$ cat src/rtl/tbbm_pkg.sv
// shared widths, op codes and item types for the transformed box bounds merger
package tbbm_pkg;

	localparam int unsigned W      = 32;
	localparam int unsigned FRAC   = 16;
	localparam int unsigned PRODW  = 2 * W;
	localparam int unsigned SUMW   = PRODW + 2;
	localparam int unsigned AXES   = 3;
	localparam int unsigned MROWS  = 4;
	localparam int unsigned QDEPTH = 4;

	localparam logic [W-1:0] ONE_Q16 = 32'h0001_0000;

	// item kinds as they arrive on the input channel
	localparam logic [1:0] KIND_LOAD  = 2'd0;
	localparam logic [1:0] KIND_MERGE = 2'd1;
	localparam logic [1:0] KIND_CLEAR = 2'd2;
	localparam logic [1:0] KIND_NONE  = 2'd3;

	// classified operations carried through the back end
	localparam logic [1:0] OP_NOP   = 2'd0;
	localparam logic [1:0] OP_LOAD  = 2'd1;
	localparam logic [1:0] OP_MERGE = 2'd2;
	localparam logic [1:0] OP_CLEAR = 2'd3;

	typedef logic [AXES-1:0][W-1:0] vec_t;

	typedef struct packed {
		logic [1:0] op;
		logic [1:0] row;
		vec_t       lo;
		vec_t       hi;
	} op_t;

	typedef struct packed {
		logic       vld;
		logic [1:0] op;
		vec_t       wmin;
		vec_t       wmax;
	} res_t;

endpackage

$ cat src/rtl/tbbm_merge.sv
// back end merge stage: running bounds and the result register
module tbbm_merge (
	input  logic                clk,
	input  logic                arst_n,
	input  tbbm_pkg::res_t      res,
	output logic                adv,
	output logic                out_valid,
	input  logic                out_ready,
	output logic                have_bounds,
	output logic signed [31:0]  out_min_x,
	output logic signed [31:0]  out_min_y,
	output logic signed [31:0]  out_min_z,
	output logic signed [31:0]  out_max_x,
	output logic signed [31:0]  out_max_y,
	output logic signed [31:0]  out_max_z
);

	localparam int unsigned AXES = tbbm_pkg::AXES;

	logic           out_valid_q;
	logic           started_q;
	tbbm_pkg::vec_t min_q;
	tbbm_pkg::vec_t max_q;

	// the pipeline moves whenever the result slot is free or being taken
	assign adv = !out_valid_q || out_ready;

	// bounds update as the item enters the result slot
	always_ff @(posedge clk or negedge arst_n) begin
		if (!arst_n) begin
			out_valid_q <= 1'b0;
			started_q   <= 1'b0;
			min_q       <= '0;
			max_q       <= '0;
		end else if (adv) begin
			out_valid_q <= res.vld;
			if (res.vld) begin
				case (res.op)
					tbbm_pkg::OP_MERGE: begin
						for (int c = 0; c < AXES; c++) begin
							if (!started_q || $signed(res.wmin[c]) < $signed(min_q[c]))
								min_q[c] <= res.wmin[c];
							if (!started_q || $signed(res.wmax[c]) > $signed(max_q[c]))
								max_q[c] <= res.wmax[c];
						end
						started_q <= 1'b1;
					end
					tbbm_pkg::OP_CLEAR: begin
						min_q     <= '0;
						max_q     <= '0;
						started_q <= 1'b0;
					end
					default: begin
					end
				endcase
			end
		end
	end

	assign out_valid   = out_valid_q;
	assign have_bounds = started_q;
	assign out_min_x   = min_q[0];
	assign out_min_y   = min_q[1];
	assign out_min_z   = min_q[2];
	assign out_max_x   = max_q[0];
	assign out_max_y   = max_q[1];
	assign out_max_z   = max_q[2];

	a_min_le_max: assert property (@(posedge clk) disable iff (!arst_n)
		started_q |-> $signed(min_q[0]) <= $signed(max_q[0])
			&& $signed(min_q[1]) <= $signed(max_q[1])
			&& $signed(min_q[2]) <= $signed(max_q[2]))
		else $error("running min above running max");

	a_empty_zero: assert property (@(posedge clk) disable iff (!arst_n)
		!started_q |-> min_q == '0 && max_q == '0)
		else $error("bounds not zero while empty");

endmodule
$ cat config.mk
export PLATFORM = sky130hd
export DESIGN_NAME = tbbm_merge
export DESIGN_NICKNAME = d
export VERILOG_FILES = /design/src/rtl/tbbm_pkg.sv /design/src/rtl/tbbm_merge.sv
export SDC_FILE = /design/constraint.sdc
export NUM_CORES = 1
export LEC_CHECK = 0
export ABC_AREA = 1
export BUFFER_PORTS_ARGS = -buffer_cell sky130_fd_sc_hd__buf_2
export CORE_ASPECT_RATIO = 2
export CORE_UTILIZATION = 50
export CTS_CLUSTER_SIZE = 12
export DETAILED_ROUTE_END_ITERATION = 16
export MAX_ROUTING_LAYER = met4
export PLACE_DENSITY = 0.77
export SKIP_LAST_GASP = 1
export SLEW_MARGIN = 10
export SYNTH_ARGS = -nofsm -noshare
export SYNTH_HDL_FRONTEND = slang
export SYNTH_SLANG_ARGS = --single-unit
$ cat constraint.sdc
create_clock -name clk -period 2.1 [get_ports clk]
set_input_delay 0.21 -clock clk [delete_from_list [all_inputs] [get_ports clk]]
set_output_delay 0.21 -clock clk [all_outputs]
set_load 0.01 [all_outputs]
==> reports/qor.json <==
{
  "run_status": {
    "status": "finished with violations",
    "violations": "negative setup slack"
  },
  "placement": {
    "io_buffer_count": 392,
    "place.gp.congestion": 0.903,
    "post-place-ws_ps": -82.5,
    "detailedPlacementHpwl_mm": 30.4,
    "placed_cells_incl_taps": 2492
  },
  "sta": {
    "hold_viol_final": 0,
    "timing.final.crit_period_ps": 2420,
    "worst-slew-pin-transition_ps": 798,
    "drv_slew": 0,
    "max_clock_freq_mhz": 413,
    "final_worst_setup_slack_ps": -323,
    "setup_viol_count_final": 192,
    "timing.slew.headroom_pct": 46.8,
    "rsz0062_at_grt": "true",
    "layout_worst_path_cycle_share_pct": 115,
    "finClkSkew_ps": 15.2
  },
  "synthesis": {
    "yosysWarnings": 0,
    "postSynth.asyncResetShare_pct": 100,
    "netlist.top_cell.by_area": "dfrtp_1",
    "synth_area_um2": 13300,
    "synth-edff-count": 0,
    "synth.net_count": 2127,
    "synth.avg_cell_area_um2": 7.66,
    "synthDistinctLibCells": 33,
    "synth.ff_latch_count": 194,
    "synth.top_cell.area_share_pct": 36.4,
    "synthFlopType": "dfrtp_1",
    "sequential_area_share_after_synthesis_pct": 36.4,
    "synth.area.top_cells": "dfrtp_1 36%, ha_1 18%, nand2_1 15%, nand3_1 7.6%, inv_1 7.2%",
    "netlist_instances": 1740
  },
  "clocking": {
    "numClockSinks": 194,
    "inserted_clock_buffers": 17,
    "cts.root.buffer_cell": "clkbuf_16",
    "clk-insertion-delay-late_ps": 460,
    "clkTransAtPathRegs_ps": 70,
    "cts_htree_levels": 4,
    "cts_max_path_buffers": 2,
    "clock_tree_from_tritoncts": "yes"
  },
  "setup_path": {
    "crit_arrival_ps": 2760,
    "critPathMostFrequentCell": "nand2_1",
    "critPathMaxStageDelay_ps": 400,
    "cell_by_cell_trace_of_the_critical_path": "inv_1, ha_4, a21oi_1, o21ai_1, nand2_1, nand2_1, a21oi_2, nand2_1, nand2_1, nand3_2, nand2_4, buf_12, nand2_8, nand2_1, nand2_1",
    "critical_path.startpoint_type": "flop",
    "timing.reg2reg.setup_slack_ps": -320,
    "r2r_end": "out_max_y[6]",
    "cp_max_fanout": 8,
    "worstRegToRegCells": 15,
    "endpoint_kind": "flop",
    "worstSetupPathType": "flop to flop",
    "critical_path_required_ps": 2440,
    "crit_slowest_cell": "dfrtp_1",
    "worstReg2RegStart": "out_max_y[27]"
  },
  "power_and_ir_drop": {
    "cellLeakagePower_nw": 11.0,
    "p_per_area_nw_per_um2": 839,
    "ir_worst_vdd_v": 0.000657,
    "p_total_w": 0.0172
  },
  "route": {
    "drt-initial-drc-count": 1081,
    "viasPerCell": 5.69,
    "drt-wirelength-per-cell_um": 19.9,
    "routed_wl_mm": 54.4,
    "drc": 0,
    "drtAntennaViolNets": 0,
    "routed-via-count": 15600,
    "first_pass_detailed_route_iteration_total": 6
  },
  "flow_run": {
    "cap_viol_max_count": 0
  },
  "worst_hold_path": {
    "hold_path_depth": 3,
    "min_delay_endpoint": "out_min_z[19]",
    "worstHoldStart": "res[179]",
    "hold_class": "input pin to flop"
  },
  "floorplanning": {
    "fp-row-count": 84,
    "dieWidth_um": 117,
    "chipHeight_um": 233,
    "core_um2": 26300,
    "effective_utilization_at_floorplan_pct": 50.7,
    "top_level_ports": 393,
    "area_of_the_die_um2": 27300
  },
  "global_routing": {
    "first_global_vias": 14300,
    "global_route_wire_length_before_repair_mm": 66.7,
    "grt.total_usage_pct": 31.7,
    "grt-ovfl-total": 0,
    "antenna_violations_before_repair": 9,
    "grt_max_degree": 65
  },
  "layout": {
    "instances_no_fill": 2738,
    "syn_to_final_growth_pct": 53.7,
    "commonest_non_fill_non_tap_cells_in_the_layout": "403 x nand2_1, 391 x buf_2, 238 x inv_1",
    "final_layout_size_suffix_gt1_share_pct": 40.9,
    "design.final.nets": 2756,
    "commonest_non_fill_non_tap_cell_in_the_layout": "nand2_1"
  }
}
[worst max-delay path: cells and delay by family, from the launching register on]
family / cells / cell delay, ps
flip-flops: 1 / 400
AO/OA/AOI/OAI: 3 / 580
buffers and inverters: 2 / 230
AND/OR/NAND/NOR: 9 / 870
adder cells (fa/ha/maj): 1 / 210
[routing by layer]
| metal | up-vias | track usage (%) | part of all wire [%] |
|---|---|---|---|
| met4 | 0 | 20.8 | 9.5 |
| li1 | 6811 | - | - |
| met1 | 7336 | 30.6 | 33 |
| met3 | 426 | 5.44 | 7.4 |
| met2 | 994 | 57.7 | 51 |
| met5 | - | - | 0 |
[cells in the mapped netlist, types with 6 or more instances]
cell type / number
o21ai_1: 6
buf_4: 11
dfrtp_1: 194
inv_1: 257
nand4_1: 15
a21o_1: 6
clkbuf_1: 18
ha_1: 189
buf_6: 6
inv_2: 6
a21oi_1: 86
buf_12: 6
nand2_2: 69
nor2_1: 79
nand2_1: 522
o21ai_0: 12
nor3_1: 6
o21a_1: 6
nand3_1: 202
buf_2: 15
[where the power goes]
part / leakage [nW] / switching (W) / internal [W]
Sequential: 2.47 / 0.000736 / 0.00455
Clock: 0.262 / 0.00154 / 0.00172
Combinational: 8.29 / 0.00479 / 0.00384
Total: 11.0 / 0.00707 / 0.0101
[stage by stage]
step	setup TNS [ps]	cell area [µm²]	utilization [%]	hold slack [ps]
2_1_floorplan	0	13300	-	-85.6
3_3_place_gp	-22.1	16000	60.9	254
3_5_place_dp	-5330	16000	60.9	258
4_1_cts	-3860	17900	68.0	0.0388
5_1_grt	-54760	20500	77.9	7.52
6_report	-29870	20500	77.9	13.2
[layout make-up]
| cell class | count | area, µm² |
|---|---|---|
| Sequential cell | 194 | 4860 |
| Tap cell | 344 | 430 |
| Clock buffer | 23 | 478 |
| Antenna cell | 13 | 32.5 |
| Inverter | 266 | 1000 |
| Fill cell | 1502 | 5800 |
| Multi-Input combinational cell | 1228 | 8840 |
| Clock inverter | 8 | 78.8 |
| Timing Repair Buffer | 662 | 4770 |
[registers in the layout (all words and copies together) (netlist names)]
signal	count
out_max_x	32
out_max_y	32
out_max_z	32
out_min_x	32
out_min_y	32
out_min_z	32
have_bounds	1
out_valid	1
[cell families after synthesis]
group | Yosys count | synth area share (%)
compound gates | 119 | 4.75
fa+ha+maj | 189 | 17.7
buf+inv | 325 | 10.7
flops | 194 | 36.4
simple gates | 913 | 30.4
[timing repair]
item	in CTS	in global routing
hold buffers	99	1
buffers inserted	13	66
pin swaps	6	71
cloned	4	20
gates resized for setup	29	350
hold endpoints to repair	153	1
endpoints found under the setup margin	189	192
[worst max-delay path by stage]
| stage | startpoint | end | slack (ps) | depth (start not counted) |
|---|---|---|---|---|
| floorplan | out_min_y[31] | out_min_y[10] | 80 | 14 |
| global placement | out_min_x[5] | out_min_x[31] | -8 | 15 |
| detailed placement | out_max_z[31] | out_max_z[16] | -80 | 16 |
| CTS | out_min_x[6] | out_min_x[6] | -60 | 16 |
| global route | out_max_y[25] | out_max_y[6] | -460 | 15 |
| finish | out_max_y[27] | out_max_y[6] | -320 | 15 |
No activity file was read; power rests on OpenSTA's default activity.
