--- src/rtl/tbbm_pkg.sv ---
// shared widths, op codes and item types for the transformed box bounds merger
package tbbm_pkg;

	localparam int unsigned W      = 32;
	localparam int unsigned FRAC   = 16;
	localparam int unsigned PRODW  = 2 * W;
	localparam int unsigned SUMW   = PRODW + 2;
	localparam int unsigned AXES   = 3;
	localparam int unsigned MROWS  = 4;
	localparam int unsigned QDEPTH = 4;

	localparam logic [W-1:0] ONE_Q16 = 32'h0001_0000;

	// item kinds as they arrive on the input channel
	localparam logic [1:0] KIND_LOAD  = 2'd0;
	localparam logic [1:0] KIND_MERGE = 2'd1;
	localparam logic [1:0] KIND_CLEAR = 2'd2;
	localparam logic [1:0] KIND_NONE  = 2'd3;

	// classified operations carried through the back end
	localparam logic [1:0] OP_NOP   = 2'd0;
	localparam logic [1:0] OP_LOAD  = 2'd1;
	localparam logic [1:0] OP_MERGE = 2'd2;
	localparam logic [1:0] OP_CLEAR = 2'd3;

	typedef logic [AXES-1:0][W-1:0] vec_t;

	typedef struct packed {
		logic [1:0] op;
		logic [1:0] row;
		vec_t       lo;
		vec_t       hi;
	} op_t;

	typedef struct packed {
		logic       vld;
		logic [1:0] op;
		vec_t       wmin;
		vec_t       wmax;
	} res_t;

endpackage

--- src/rtl/tbbm_front.sv ---
// front end: accepts items, classifies them and queues them for the back end
module tbbm_front #(
	parameter int unsigned DEPTH = tbbm_pkg::QDEPTH
) (
	input  logic                clk,
	input  logic                arst_n,
	input  logic                in_valid,
	output logic                in_ready,
	input  logic [1:0]          kind,
	input  logic [1:0]          row,
	input  logic signed [31:0]  lo_x,
	input  logic signed [31:0]  lo_y,
	input  logic signed [31:0]  lo_z,
	input  logic signed [31:0]  hi_x,
	input  logic signed [31:0]  hi_y,
	input  logic signed [31:0]  hi_z,
	output logic                q_valid,
	input  logic                q_ready,
	output tbbm_pkg::op_t       q_head
);

	localparam int unsigned PTRW = (DEPTH > 1) ? $clog2(DEPTH) : 1;
	localparam int unsigned CNTW = $clog2(DEPTH + 1);

	tbbm_pkg::op_t    in_item;
	tbbm_pkg::op_t    mem_q [DEPTH];
	logic [PTRW-1:0]  wr_ptr_q;
	logic [PTRW-1:0]  rd_ptr_q;
	logic [CNTW-1:0]  cnt_q;
	logic             push;
	logic             pop;

	function automatic logic [PTRW-1:0] ptr_inc(input logic [PTRW-1:0] p);
		return (p == PTRW'(DEPTH - 1)) ? '0 : p + 1'b1;
	endfunction

	// classify the incoming item, dropping fields its kind ignores
	always_comb begin
		in_item     = '0;
		in_item.lo  = {lo_z, lo_y, lo_x};
		in_item.hi  = {hi_z, hi_y, hi_x};
		unique case (kind)
			tbbm_pkg::KIND_LOAD: begin
				in_item.op  = tbbm_pkg::OP_LOAD;
				in_item.row = row;
				in_item.hi  = '0;
			end
			tbbm_pkg::KIND_MERGE: begin
				in_item.op = tbbm_pkg::OP_MERGE;
			end
			tbbm_pkg::KIND_CLEAR: begin
				in_item.op = tbbm_pkg::OP_CLEAR;
				in_item.lo = '0;
				in_item.hi = '0;
			end
			tbbm_pkg::KIND_NONE: begin
				in_item.op = tbbm_pkg::OP_NOP;
				in_item.lo = '0;
				in_item.hi = '0;
			end
		endcase
	end

	// queue handshakes
	assign in_ready = (cnt_q != CNTW'(DEPTH));
	assign q_valid  = (cnt_q != '0);
	assign push     = in_valid && in_ready;
	assign pop      = q_ready && q_valid;
	assign q_head   = mem_q[rd_ptr_q];

	// queue pointers and fill count
	always_ff @(posedge clk or negedge arst_n) begin
		if (!arst_n) begin
			wr_ptr_q <= '0;
			rd_ptr_q <= '0;
			cnt_q    <= '0;
		end else begin
			if (push) wr_ptr_q <= ptr_inc(wr_ptr_q);
			if (pop)  rd_ptr_q <= ptr_inc(rd_ptr_q);
			cnt_q <= cnt_q + CNTW'(push) - CNTW'(pop);
		end
	end

	// queue storage
	always_ff @(posedge clk) begin
		if (push) mem_q[wr_ptr_q] <= in_item;
	end

	a_cnt_bound: assert property (@(posedge clk) disable iff (!arst_n)
		cnt_q <= CNTW'(DEPTH))
		else $error("queue count above depth");

endmodule

--- config.mk ---
export PLATFORM = sky130hd
export DESIGN_NAME = tbbm_front
export DESIGN_NICKNAME = d
export VERILOG_FILES = /design/src/rtl/tbbm_pkg.sv /design/src/rtl/tbbm_front.sv
export SDC_FILE = /design/constraint.sdc
export NUM_CORES = 1
export LEC_CHECK = 0
export BUFFER_PORTS_ARGS = -buffer_cell sky130_fd_sc_hd__clkbuf_2
export CAP_MARGIN = 20
export CORE_MARGIN = 2
export CORE_UTILIZATION = 45
export CTS_BUF_LIST = sky130_fd_sc_hd__clkbuf_8
export CTS_CLUSTER_SIZE = 25
export DETAILED_ROUTE_END_ITERATION = 8
export PLACE_DENSITY = 0.67
export SYNTH_ARGS = -nofsm -noshare
export SYNTH_HDL_FRONTEND = slang
export SYNTH_SLANG_ARGS = --single-unit
export TNS_END_PERCENT = 5
--- constraint.sdc ---
create_clock -name clk -period 6.02 [get_ports clk]
set_clock_uncertainty 0.1 [all_clocks]
set_input_delay 0.301 -clock clk [delete_from_list [all_inputs] [get_ports clk]]
set_output_delay 0.301 -clock clk [all_outputs]
set_load 0.02 [all_outputs]
==> results of run 1 <==
==> how the worst min path moves through the flow <==
stage	start	to	slack, ps	depth (start not counted)
finish	kind[1]	mem_q[3][141]	130	2
global route	kind[1]	mem_q[3][141]	110	2
CTS	kind[1]	mem_q[0][131]	60	2
detailed placement	arst_n	rd_ptr_q[1]	60	1
global placement	arst_n	rd_ptr_q[0]	50	1
floorplan	arst_n	cnt_q[0]	-90	0
==> final cells by class <==
class                   instances  area [µm²]
fillers                      4892       28600
multi-input cells             425        6000
well taps                     864        1080
diodes                          4        10.0
repair buffers                613        4200
flip-flops and latches        791       23700
clock buffers                 134        1840
clock inverters                87         444
inverters                       9        33.8
==> synthesized netlist by cell type <==
cell type | count | share of area (%)
nand2b_1 | 3 | 0.062
nor3b_1 | 2 | 0.050
nand2_1 | 1 | 0.012
and3b_1 | 4 | 0.12
edfxtp_1 | 784 | 78
clkbuf_1 | 26 | 0.32
dfrtp_1 | 7 | 0.58
ha_1 | 12 | 0.50
or4bb_1 | 1 | 0.037
mux2_2 | 2 | 0.075
o31ai_1 | 1 | 0.025
inv_1 | 9 | 0.11
or3b_2 | 1 | 0.029
mux4_2 | 196 | 15
fa_1 | 1 | 0.066
nand4bb_1 | 1 | 0.037
buf_2 | 23 | 0.38
xnor2_1 | 2 | 0.058
buf_6 | 15 | 0.56
o211ai_1 | 2 | 0.050
or2_2 | 1 | 0.021
nor2_1 | 1 | 0.012
nor2b_1 | 95 | 2.0
or3_1 | 1 | 0.021
and2_1 | 98 | 2.0
==> power by group <==
| group | switching (mW) | internal [mW] |
|---|---|---|
| Sequential | 0.385 | 7.23 |
| Clock | 2.02 | 2.15 |
| Combinational | 3.39 | 2.23 |
==> cells by family (layout without fill, tap and decap cells) <==
group / Yosys count / after routing / synth area share (%)
compound gates: 3 / 3 / 0.0748
buf+inv: 73 / 843 / 1.38
xor+xnor: 2 / 2 / 0.0582
flops: 791 / 791 / 78.8
fa+ha+maj: 13 / 13 / 0.565
mux: 198 / 198 / 14.7
other cells: 0 / 4 / 0
simple gates: 209 / 209 / 4.41
==> per-stage QoR <==
| step | std cells | area (µm²) | hold WS, ps |
|---|---|---|---|
| 2_1_floorplan | 1289 | 30100 | -94.6 |
| 3_3_place_gp | 2503 | 33000 | 53.2 |
| 3_5_place_dp | 2503 | 33000 | 55.0 |
| 4_1_cts | 2923 | 37300 | 64.1 |
| 5_1_grt | 2926 | 37300 | 107 |
| 6_report | 2927 | 37300 | 132 |
==> routing by layer <==
| metal | part of all wire [%] | vias up | GRT usage (%) |
|---|---|---|---|
| met1 | 40 | 7834 | 22.9 |
| met4 | 1.9 | 8 | 6.26 |
| met3 | 8.0 | 108 | 6.42 |
| met2 | 50 | 523 | 31.2 |
| met5 | 0.083 | - | 0 |
| li1 | - | 6682 | - |
==> sequential cells by signal, summed over array words and instances, names as in the netlist <==
signal	flops
mem_q	784
cnt_q	3
rd_ptr_q	2
wr_ptr_q	2
==> flow_summary.yaml, run 1 <==
clocking:
  post-cts-setup-buffers: 0
  hold_buffers: 199
  cts_buffer_depth: 3
  cts_root_buffer: "clkbuf_8"
  cts_sinks: 791
  htree_levels: 4
  clock_latency_ps: 720
  cts_buffers: 130
  clk_pin_slew_ps: 60
  tritoncts: "done"
  ctsResizeCount: 0
route:
  via_count: 15155
  wl_mm: 63.5
  drtPass1Iterations: 5
  drt_iter0_markers: 1118
  vias_per_cell: 5.18
  post_drt_wl_per_cell_um: 21.7
  drc: 0
  ant_nets: 0
layout:
  final_cell_mix: "784 x edfxtp_1, 396 x clkbuf_2, 199 x dlygate4sd3_1, 196 x mux4_2, 134 x clkbuf_8"
  syn2layout_area_growth_pct: 24.0
  layout_commonest_cell: "edfxtp_1"
  nets: 2183
  utilization_pct: 56.6
  drive_above_1_share_pct: 37.7
synth:
  syn_area_um2: 30100
  yosys_register_bits: 791
  yosys_warnings: 0
  postSynthCellCount: 1289
  synthesis.nets: 1502
  yosysSeqAreaShare_pct: 78.8
  ys_types: 25
  synth_area_per_cell_um2: 23.4
sta:
  setup_viol: 0
  period_share_pct: 60.5
  final.setup.tns_ps: 0
  hold_violations: 0
  relSlewSlack_pct: 35.2
  period_minus_slack_ps: 3640
  worst_pin_slew_ps: 972
  slew_viol_final: 0
  setup_slack_ps: 2380
  rsz0062_at_grt: "false"
  fmax_mhz: 275
worst_setup_path:
  critical_path_class: "reg -> out"
  crit_path_end_kind: "output pin"
  reg2reg_to: "mem_q[3][115]"
  arrival_ps: 3240
  reg2reg_slack_ps: 3140
  start_kind: "flip-flop"
  cp.required_ps: 5620
  path_buf_inv: 2
  crit_path_end: "q_head[100]"
  crit_path_start: "rd_ptr_q[0]"
  cp_num_cells: 3
  slowest_stage: "dfrtp_4"
  r2r_cells: 3
  worst_path_largest_cell_delay_ps: 1070
  crit_family: "flip-flops"
  crit_path_max_fanout: 48
  reg2reg_from: "cnt_q[2]"
  worstPathCellList: "buf_4 > mux4_2 > clkbuf_2"
pwr:
  fin_total_pwr_mw: 17.4
  vdd_drop_max_mv: 0.269
  power_leakage_nw: 13.3
  p_per_area_nw_per_um2: 466
hold_path:
  hold_class: "in -> reg"
floorplan:
  fp-row-count: 94
  pin_count: 398
  core_area_um2: 66000
  dieHeight_um: 263
  dieArea_um2: 69000
  die-width_um: 263
  start_util_pct: 45.6
global_route:
  antenna_found_initial: 8
  grt_max_degree: 110
  grt_pass1_wl_mm: 97.8
  groute.usage.overall_pct: 18.7
  grt_pass1_vias: 16822
  grt-ovfl-total: 0
flow_run:
  drv_cap: 0
placement:
  hpwl_mm: 35.6
  portBuffers: 397
  pre_cts_slack_ps: 3030
  place_congestion: 0.735
status:
  status: "completed"
(Power assumes the default switching activity.)
==> inputs of run 2 (changes only) <==
- PLACE_DENSITY: 0.67 -> 0.65
- clock period: 6.02 -> 3.78 ns (I/O delays scaled with it)
==> run 2 against run 1 <==
Sequential share of layout area is 0.49 points lower. Wire length increased by 2.5%. Sequential cell count unchanged. Core utilization grew 0.44 points. Global-route usage grew 0.54 points. Critical path depth unchanged. Sequential power grew 59%. Combinational power grew 65%. Cell area up 0.78%. Worst setup slack lost 1800 ps. Critical path type unchanged. Largest cell class unchanged.
==> flow_summary.yaml, run 2 (synthesis gave the netlist of run 1 again) <==
global_route:
  groute.usage.overall_pct: 19.2
  grt_pass1_vias: 17071
  grt_pass1_wl_mm: 99.6
  antenna_found_initial: 6
  grt_max_degree: 67
  grt-ovfl-total: 0
clocking:
  tritoncts: "done"
  cts_sinks: 791
  cts_buffers: 132
  cts_root_buffer: "clkbuf_8"
  ctsResizeCount: 0
  cts_buffer_depth: 3
  clk_pin_slew_ps: 60
  htree_levels: 4
  clock_latency_ps: 740
route:
  post_drt_wl_per_cell_um: 22.1
  vias_per_cell: 5.19
  drt-met1-wl_mm: 26.1
  drt_iter0_markers: 968
  ant_nets: 0
  drtPass1Iterations: 5
  top_layer: "met5"
  drc: 0
  via_count: 15245
  route.met3.wl_mm: 5.21
  met2_length_mm: 32.3
  wl_mm: 65.1
worst_setup_path:
  crit_path_end_kind: "output pin"
  worstPathCellList: "buf_4 > mux4_2 > clkbuf_2"
  start_kind: "flip-flop"
  arrival_ps: 2880
  slowest_stage: "dfrtp_4"
  worst_path_largest_cell_delay_ps: 980
  critical_path_class: "reg -> out"
  r2r_cells: 8
  cp.required_ps: 3490
  reg2reg_slack_ps: 1250
  crit_path_max_fanout: 32
sta:
  period_share_pct: 83.9
  relSlewSlack_pct: 43.2
  fmax_mhz: 315
  setup_slack_ps: 609
  setup_viol: 0
  period_minus_slack_ps: 3170
  rsz0062_at_grt: "false"
  slew_viol_final: 0
  final.setup.tns_ps: 0
  worst_pin_slew_ps: 851
  hold_violations: 0
placement:
  hpwl_mm: 37.9
  place_congestion: 0.737
  pre_cts_slack_ps: 1260
  portBuffers: 397
  place_area_um2: 33300
pwr:
  fin_total_pwr_mw: 28.0
  vdd_drop_max_mv: 0.400
  p_per_area_nw_per_um2: 743
  power_leakage_nw: 13.5
layout:
  top_regs: "mem_q: 784 flops, cnt_q: 3 flops"
  finalInstanceArea_um2: 37600
  largest_register_ff_count: 784
  nets: 2200
  final_cell_mix: "784 x edfxtp_1, 396 x clkbuf_2, 201 x dlygate4sd3_1, 196 x mux4_2, 141 x clkbuf_8"
  syn2layout_area_growth_pct: 25.0
  drive_above_1_share_pct: 38.1
  regMostFlops: "mem_q"
  layout_commonest_cell: "edfxtp_1"
floorplan:
  core_area_um2: 66000
  die-width_um: 263
  fp-row-count: 94
  pin_count: 398
  dieHeight_um: 263
  dieArea_um2: 69000
  start_util_pct: 45.6
hold_path:
  hold_class: "in -> reg"
  worstHoldPathCells: 3
flow_run:
  drv_cap: 0
status:
  status: "completed"
-- run 2: cell count changes in the layout (fill, tap and decap cells not counted), sizes merged --
cell         before  now
dlygate4sd3     199  201
diode             4    3
clkinv           33   26
bufinv            2    0
inv              54   57
clkbuf          530  537
clkinvlp          7    4
buf              18   31
-- run 2: final timing paths --
kind / start / end
worst max-delay path: rd_ptr_q[0] / q_head[1]
worst min-delay path: hi_y[23] / mem_q[2][55]
worst max register to register: cnt_q[2] / cnt_q[2]
worst min register to register: wr_ptr_q[1] / wr_ptr_q[1]
max in group asynchronous: arst_n / rd_ptr_q[1]
min in group asynchronous: arst_n / wr_ptr_q[0]
-- run 2: layout make-up --
class                           count  area (µm²)
Tap cell                          864        1080
Inverter                            9        33.8
Clock inverter                     78         348
Clock buffer                      141        1940
Fill cell                        4905       28400
Sequential cell                   791       23700
Antenna cell                        3        7.51
Multi-Input combinational cell    425        6000
Timing Repair Buffer              628        4490
-- run 2: metrics by stage --
step                      hold WS (ps)  instances  util, %
after floorplan                   -207       1289        -
after global placement           -63.4       2516     50.5
after detailed placement         -59.7       2516     50.5
after CTS                          143       2936     57.0
after global routing               207       2937     57.0
final                              249       2939     57.0
-- run 2: critical path, delay by kind of cell, from the launching register on --
kind,cells,cell delay [ps]
multiplexers,1,540
flip-flops,1,980
buffers and inverters,2,590
-- run 2: per-layer routing --
layer | vias up | track usage, %
met2 | 521 | 31.5
met5 | - | 0
met3 | 122 | 6.50
met4 | 6 | 6.63
met1 | 7886 | 24.1
li1 | 6710 | -
-- run 2: what timing repair did --
| item | in CTS | in global routing |
|---|---|---|
| setup buffers | 0 | 0 |
| setup endpoints to repair | 0 | 0 |
| endpoints found under the hold margin | 811 | 0 |
| hold buffers | 201 | 0 |
-- run 2: power breakdown --
group	total, mW	internal [mW]	switching [mW]
Clock	6.59	3.41	3.18
Sequential	12.1	11.5	0.583
Combinational	9.30	3.76	5.54
